<file path="config.mk">
export PLATFORM = sky130hd
export DESIGN_NAME = si32s_ctrl
export DESIGN_NICKNAME = d
export VERILOG_FILES = /design/src/hw/rtl/si32s_pkg.sv /design/src/hw/rtl/si32s_ctrl.sv
export SDC_FILE = /design/constraint.sdc
export NUM_CORES = 1
export LEC_CHECK = 0
export BUFFER_PORTS_ARGS = -buffer_cell sky130_fd_sc_hd__buf_2
export CORE_AREA = 2 2 39 41
export CTS_CLUSTER_SIZE = 25
export DETAILED_ROUTE_END_ITERATION = 7
export DIE_AREA = 0 0 41 43
export PLACE_DENSITY = 0.37
export SLEW_MARGIN = 5
export SYNTH_ARGS = -nofsm -noshare
export SYNTH_HDL_FRONTEND = slang
export SYNTH_SLANG_ARGS = --single-unit
</file>
<file path="constraint.sdc">
create_clock -name clk -period 2.8 [get_ports clk]
set_input_delay 0.56 -clock clk [delete_from_list [all_inputs] [get_ports clk]]
set_output_delay 0.56 -clock clk [all_outputs]
set_load 0.02 [all_outputs]
</file>
<file path="src/hw/rtl/si32s_pkg.sv">
// Shared constants and types of the signed 32-bit sorter.
// No dependencies; the other files of the block, but for the assertion header, refer to it by scoped names.
package si32s_pkg;

	localparam int MAX_ITEMS = 64;
	localparam int VALUE_W   = 32;

	typedef logic signed [VALUE_W-1:0] value_t;

	// Commands from the controller to the insertion chain.
	typedef struct packed {
		logic insert;
		logic shift;
	} cmd_t;

	// Status from the insertion chain back to the controller.
	typedef struct packed {
		logic full;
		logic head_last;
	} stat_t;

endpackage

</file>
<file path="src/hw/rtl/si32s_ctrl.sv">
// Controller of the sorter: loads a set, then drains it from the head of the chain.
// Depends on si32s_pkg for the command and status structs.
module si32s_ctrl (
	input  logic             clk,
	input  logic             arst_n,
	input  logic             in_valid,
	input  logic             in_last,
	output logic             in_ready,
	output logic             out_valid,
	input  logic             out_ready,
	output logic             overflow,
	output si32s_pkg::cmd_t  cmd,
	input  si32s_pkg::stat_t stat
);

	typedef enum logic {
		ST_LOAD,
		ST_EMIT
	} state_t;

	state_t state_q;
	logic   in_ready_q;
	logic   out_valid_q;
	logic   ovf_q;
	logic   in_xfer;
	logic   out_xfer;

	assign in_xfer  = in_valid && in_ready_q;
	assign out_xfer = out_valid_q && out_ready;

	always_ff @(posedge clk or negedge arst_n) begin
		if (!arst_n) begin
			state_q     <= ST_LOAD;
			in_ready_q  <= 1'b1;
			out_valid_q <= 1'b0;
			ovf_q       <= 1'b0;
		end else begin
			case (state_q)
				ST_LOAD: begin
					if (in_xfer) begin
						if (stat.full) begin
							ovf_q <= 1'b1;
						end
						if (in_last) begin
							state_q     <= ST_EMIT;
							in_ready_q  <= 1'b0;
							out_valid_q <= 1'b1;
						end
					end
				end
				ST_EMIT: begin
					if (out_xfer && stat.head_last) begin
						state_q     <= ST_LOAD;
						in_ready_q  <= 1'b1;
						out_valid_q <= 1'b0;
						ovf_q       <= 1'b0;
					end
				end
				default: begin
					state_q     <= ST_LOAD;
					in_ready_q  <= 1'b1;
					out_valid_q <= 1'b0;
					ovf_q       <= 1'b0;
				end
			endcase
		end
	end

	// A value that finds the chain full is dropped and only noted in the flag.
	assign cmd.insert = in_xfer && !stat.full;
	assign cmd.shift  = out_xfer;

	assign in_ready  = in_ready_q;
	assign out_valid = out_valid_q;
	assign overflow  = ovf_q;

endmodule

</file>
Yosys cells after proc, flatten, opt, wreduce, memory -nomap -nowiden. Cells that the tools add are included.

Memories: 0. Memory bits (read-only): 0. Bits in latches: 0. Flip-flop bits (word level): 4. Logic and storage cells: 31. Output and inout port bits: 5. Input port bits: 7. Bits in writable memories: 0.

Magnitude comparators: 0. Bitwise operators: 1. Add/subtract/negate cells: 0. Multiply operators: 0. Equality and inequality tests: 4. Muxes and demuxes: 15. Reduce and logical (&&, ||, !) cells: 7. Divide/modulo/power cells: 0. Shift operators: 0.

Operators with widths (count): $mux W1 (11); $pmux W1 S2 (4); $ne A2 B2 Y1 const B (3); $reduce_and A3 Y1 (2); $logic_and A1 B1 Y1 (4); $ne A2 B1 Y1 const B (1); $logic_not A1 Y1 (1); $not A1 Y1 (1).

Longest topological paths before layout. Gate-level depths: netlist of the first run.

Depth in word-level cells: 4. Gate-level depth with buffers: 2. Gate-level depth less buffers: 2.

Worst setup path before layout of the first run. Ideal clock, no wire load.

Kind: flip-flop to output port. From: register in_ready_q (netlist: in_ready). To: output port cmd[1] in the netlist's numbering. Cell stages (with the launch flop): 3. Data required time: 2.240 ns. Data arrival time: 0.955 ns. Setup slack: 1.285 ns. Path buffers: 0. Path through: dfstp_2 > nand2_1 > nor2_1.

RTL lines: start, declared (line si32s_ctrl.sv:22) `logic in_ready_q;`; start signal, assigned (line si32s_ctrl.sv:34) `in_ready_q <= 1'b1;`; start signal, assigned (line si32s_ctrl.sv:46) `in_ready_q <= 1'b0;`; start signal, assigned (line si32s_ctrl.sv:54) `in_ready_q <= 1'b1;`; end, declared (line si32s_ctrl.sv:12) `output si32s_pkg::cmd_t cmd,`.

==> flow_summary_export.csv, run 1 <==
group,metric,value,unit
status,status,"complete, no violations",
timing,fin_crit_sh,58.66,%
synthesis,synth_commonest_cells,"inv_1 (4), dfrtp_1 (3), o21ai_0 (2)",
routing,wl_per_cell,9.082,um
final_layout,nets,41,
synthesis,syn_nets,26,
grt,grt_antenna_before_repair,0,
final_layout,drive_gt1_share,48.48,%
grt,first_global_vias,190,
synthesis,synthMuxAreaShare,0,%
routing,wirelength,445,um
grt,grt_overflow,0,
run,cap_viol_max_count,0,
placed_design,hpwl,359.3,um
floorplan,die_y,43,um
clock_tree,cts_root_buf,"clkbuf_4",
floorplan,placementRows,14,
synthesis,synth_fa_ha_area_share,0,%
timing,hold_viol,0,
setup_path,crit_required,2.24,ns
clock_tree,cts_sinks,4,
setup_path,r2r_slack,1.82,ns
clock_tree,clock_latency,0.24,ns
floorplan,coreArea,1384,sq um
synthesis,synth_edf_count,0,
setup_path,cp_cell_sequence,"nand2_1 -> nor2_1 -> buf_2",
synthesis,synth_area,190.2,sq um
clock_tree,clk_pin_slew,0.04,ns
synthesis,yosys_warnings,0,
synthesis,async_reset_ff_share,100.0,%
setup_path,r2r-start,"in_ready",
setup_path,crit_family,"flip-flops",
min_path,hp-class,"in -> async",
clock_tree,cts_resized,0,
synthesis,synth_xor_area_share,0,%
clock_tree,htree_levels,1,
synthesis,yosysMostFrequentCell,"inv_1",
setup_path,crit_buf_inv,1,
floorplan,die_w,41,um
routing,first_pass_iters,2,
timing,slew_viol_final,0,
timing,fin_crit,1.642,ns
timing,grt_setup_unrepaired,"no",
floorplan,io_pins,12,
synthesis,avgSynthCellArea,10.01,sq um
pwr,power.leakage,0.0001560,uW
routing,drt_iter0_drc,3,
synthesis,synth_top_family_by_area,"simple AND/OR/NAND/NOR gates",
synthesis,yosysUniqueCellTypes,13,
routing,vias_per_cell,3.755,
setup_path,startpoint_type,"flop",
routing,num_vias,184,
setup_path,cp.depth,3,
synthesis,synth_compound_area_share,13.82,%
pwr,power-per-cell-area,1100,nW/um^2
placed_design,place_congestion,0.6463,
timing,fmax,0.6088,GHz
clock_tree,cts_buffers,3,
floorplan,start_util,13.74,%
synthesis,synth_top_area_share,39.47,%
final_layout,antenna_cells,0,
synthesis,synth_top_area_cell,"dfrtp_1",
synthesis,yosys-top-cells-area,"dfrtp_1 (39%), dfstp_2 (14%), inv_1 (7.9%)",
timing,finalSetupTns,0,ns
synthesis,synthSimpleGateAreaFrac,21.05,%
routing,antenna_left,0,
setup_path,cp-end-kind,"output pin",
clock_tree,cts_tree,"built",
setup_path,slowest_stage,"dfstp_2",
setup_path,max_stage_delay,0.54,ns
pwr,ir_drop,0.1781,mV
grt,grt_max_degree,6,
synthesis,ys.flop_type,"dfrtp_1",
synthesis,synth_seq_cells,4,
timing,max-slew-margin-rel,86.09,%
timing,finalSetupViolCount,0,
floorplan,die_area,1763,sq um
clock_tree,clockBufferDepth,2,
timing,holdWs,0.1197,ns
synthesis,synthCells,19,
synthesis,seq_area_frac_synth,53.29,%
timing,tightest_slew,0.2081,ns
final_layout,area_delta_synth_final,49.34,%
setup_path,r2r_end,"in_ready",
grt,track_usage,6.552,%
grt,grt_pass1_wl,710,um
clock_tree,hold_buffers,0,
routing,drc_errors,0,
setup_path,critical_path_class,"reg -> out",
setup_path,critical_path.max_fanout,4,
setup_path,worst_ep_arrival_time,1.08,ns
clock_tree,post_cts_buffers,0,
timing,fin_skew,0.005746,ns
placed_design,place.port_buffers,11,
setup_path,reg2regPathDepth,2,
how the worst max path moves through the flow:
stage / end / from / slack (ns)
4_1_cts: cmd[1] / in_ready / 1.14
3_3_place_gp: cmd[1] / in_valid / 1.30
5_1_grt: cmd[1] / in_ready / 1.10
2_1_floorplan: cmd[1] / in_ready / 1.28
6_report: cmd[1] / in_ready / 1.16
3_5_place_dp: cmd[1] / in_valid / 1.29
routing by layer:
layer	vias to the layer above	track usage [%]	share of wire (%)
li1	91	-	-
met1	92	6.189	36
met2	1	8.750	60
met3	0	1.571	2.9
met4	0	10.00	0
met5	-	0	0
layout by cell type, fill, tap and decap left out:
cell,instances
nor2_1,1
clkbuf_1,1
and3_1,1
and4_4,1
dfrtp_1,3
clkbuf_4,3
a21o_1,1
nand2_1,1
nand4b_1,1
and2_1,1
dfstp_2,1
buf_2,11
o32ai_1,1
inv_1,4
o21ai_0,2
registers in the layout, indices dropped and copies added, names as in the netlist:
register,count
overflow,1
state_q,1
in_ready,1
out_valid,1
area by class of cell:
| class | instances | area (sq um) |
|---|---|---|
| fill | 165 | 1100 |
| sequential | 4 | 101.3 |
| multi-input combinational | 10 | 66.31 |
| timing repair buffer | 11 | 55.05 |
| clock buffer | 4 | 26.28 |
| tap | 16 | 20.02 |
| inverter | 4 | 15.01 |
kinds of logic after synthesis:
kind of cell / count (synthesis)
buffers and inverters: 5
DFF: 4
and+or+nand+nor: 6
AOI/OAI and AO/OA: 4
metrics by stage:
| step | util, % | setup slack (ns) | total power (uW) | std cells | instance area (sq um) |
|---|---|---|---|---|---|
| after floorplan | - | 1.285 | 195.6 | 19 | 190.2 |
| after global placement | 18.63 | 1.296 | 233.0 | 45 | 257.7 |
| after detailed placement | 18.63 | 1.287 | 234.3 | 45 | 257.7 |
| after CTS | 20.52 | 1.143 | 319.6 | 49 | 284.0 |
| after global routing | 20.52 | 1.096 | 338.1 | 49 | 284.0 |
| final | 20.52 | 1.158 | 312.5 | 49 | 284.0 |
power breakdown:
group / total (uW) / internal (uW) / switching [uW]
logic: 115 / 46.4 / 68.7
clock network: 81.1 / 53.7 / 27.4
registers: 116 / 92.9 / 23.4
total: 313 / 193 / 120
Note: power is estimated with default switching activity, not from simulation.
==> run 2: changes to the inputs <==
- PLACE_DENSITY: 0.37 -> 0.39
- clock period: 2.8 -> 1.4 ns (I/O delays scaled with it)
==> flow_summary_export.csv, run 2 (synthesis gave the netlist of run 1 again) <==
group,metric,value,unit
floorplan,start_util,13.74,%
timing,grt_setup_unrepaired,"no",
final_layout,antenna_cells,0,
min_path,min_from,"stat[1]",
pwr,power.leakage,0.0001661,uW
placed_design,place_congestion,0.6242,
pwr,p_int,412.2,uW
routing,drc_errors,0,
grt,first_global_vias,202,
timing,tightest_slew,0.2285,ns
timing,fin_skew,0.007132,ns
final_layout,nFillCells,159,
setup_path,r2r_slack,0.33,ns
timing,slew_viol_final,0,
routing,drt_iter0_drc,4,
clock_tree,clockBufferDepth,2,
pwr,swShare,38.19,%
pwr,p_comb_share,41.2,%
final_layout,area_delta_synth_final,64.47,%
setup_path,reg2regPathDepth,3,
clock_tree,clock_latency,0.24,ns
final_layout,final_core_util,22.60,%
grt,grt_overflow,0,
setup_path,cp-end-kind,"output pin",
routing,wl_per_cell,9.451,um
clock_tree,cts_tree,"built",
routing,num_vias,198,
grt,grt_antenna_before_repair,0,
floorplan,die_area,1763,sq um
pwr,seqPwrFrac,34.5,%
clock_tree,htree_levels,1,
setup_path,r2r_end,"in_ready",
pwr,clkPwrFrac,24.2,%
clock_tree,cts_sinks,4,
pwr,ir_drop,0.3954,mV
setup_path,crit_required,1.12,ns
clock_tree,cts_buffers,3,
setup_path,startpoint_type,"flop",
grt,track_usage,8.174,%
pwr,power-per-cell-area,2132,nW/um^2
timing,finalSetupViolCount,0,
floorplan,die_y,43,um
clock_tree,clk_pin_slew,0.04,ns
routing,antenna_left,0,
timing,finalSetupTns,0,ns
floorplan,coreArea,1384,sq um
final_layout,layout_commonest_cell,"buf_2",
routing,vias_per_cell,3.882,
final_layout,final_cell_mix,"buf_2 (10), inv_1 (4), clkbuf_4 (3), dfrtp_1 (3), o21ai_0 (2)",
floorplan,placementRows,14,
final_layout,nets,43,
pwr,p_sw,254.6,uW
placed_design,place.port_buffers,11,
floorplan,die_w,41,um
min_path,whs_path_depth,3,
setup_path,r2r-start,"in_ready",
routing,first_pass_iters,3,
min_path,hp-class,"in -> reg",
floorplan,io_pins,12,
clock_tree,cts_root_buf,"clkbuf_4",
setup_path,critical_path.max_fanout,2,
grt,grt_max_degree,6,
timing,hold_viol,0,
min_path,holdPathEnd,"overflow",
run,cap_viol_max_count,0,
setup_path,worst_ep_arrival_time,1.05,ns
grt,grt_pass1_wl,855,um
timing,fin_crit_sh,94.98,%
timing,fin_crit,1.330,ns
final_layout,drive_gt1_share,54.29,%
status,status,"complete, no violations",
routing,wirelength,482,um
setup_path,critical_path_class,"reg -> out",
timing,max-slew-margin-rel,84.72,%
timing,fmax,0.7520,GHz
==> run 2: per-stage QoR <==
step	instances	setup slack [ns]	instance area [sq um]	power [uW]	hold WS, ns
after detailed placement	45	0.2328	257.7	468.7	0.08836
final	51	0.07022	312.8	666.8	0.3259
after floorplan	19	0.1649	190.2	391.1	-0.01559
after CTS	51	0.005152	306.5	667.5	0.3168
after global routing	51	0.01167	312.8	742.4	0.3072
after global placement	45	0.3019	257.7	464.4	0.09006
==> run 2: worst max path at each step <==
stage | start | endpoint | slack, ns | cells past startpoint
global placement | in_ready | cmd[1] | 0.30 | 3
floorplan | in_ready | cmd[1] | 0.16 | 2
detailed placement | in_ready | cmd[1] | 0.23 | 3
CTS | in_ready | cmd[1] | 0.005 | 3
global route | in_ready | cmd[1] | 0.01 | 3
finish | in_ready | cmd[1] | 0.07 | 3
==> run 2: routing by layer <==
| layer | vias up | part of all wire, % | track usage (%) |
|---|---|---|---|
| li1 | 94 | - | - |
| met1 | 101 | 35 | 7.190 |
| met2 | 3 | 62 | 11.88 |
| met3 | 0 | 2.7 | 4.712 |
| met4 | 0 | 0 | 8.000 |
| met5 | - | 0 | 0 |
==> run 2: critical path, stage by stage, from the launching register on <==
cell     delay (ns)
dfstp_2        0.53
nand2_2        0.06
nor2_2         0.10
buf_6          0.13
==> run 2: cell type report <==
type                    count  area (sq um)  area share (%)
inverters                   4         15.01           4.800
clock buffers               4         26.28           8.400
flip-flops and latches      4         101.3           32.40
repair buffers             13         78.83           25.20
multi-input cells          10         71.32           22.80
well taps                  16         20.02           6.400
==> run 2: repair_timing <==
action,in CTS,in global routing
endpoints found under the hold margin,3,0
endpoints found under the setup margin,1,1
resized for setup,2,2
hold buffers,1,0
pin swaps,1,1
setup buffers,1,0
==> run 2: power by group through the flow <==
stage | Clock, uW | Sequential [uW] | Combinational, uW
floorplan | 0 | 286 | 105
global placement | 0 | 234 | 230
detailed placement | 0 | 237 | 232
CTS | 167 | 231 | 270
global route | 192 | 246 | 305
finish | 162 | 230 | 275
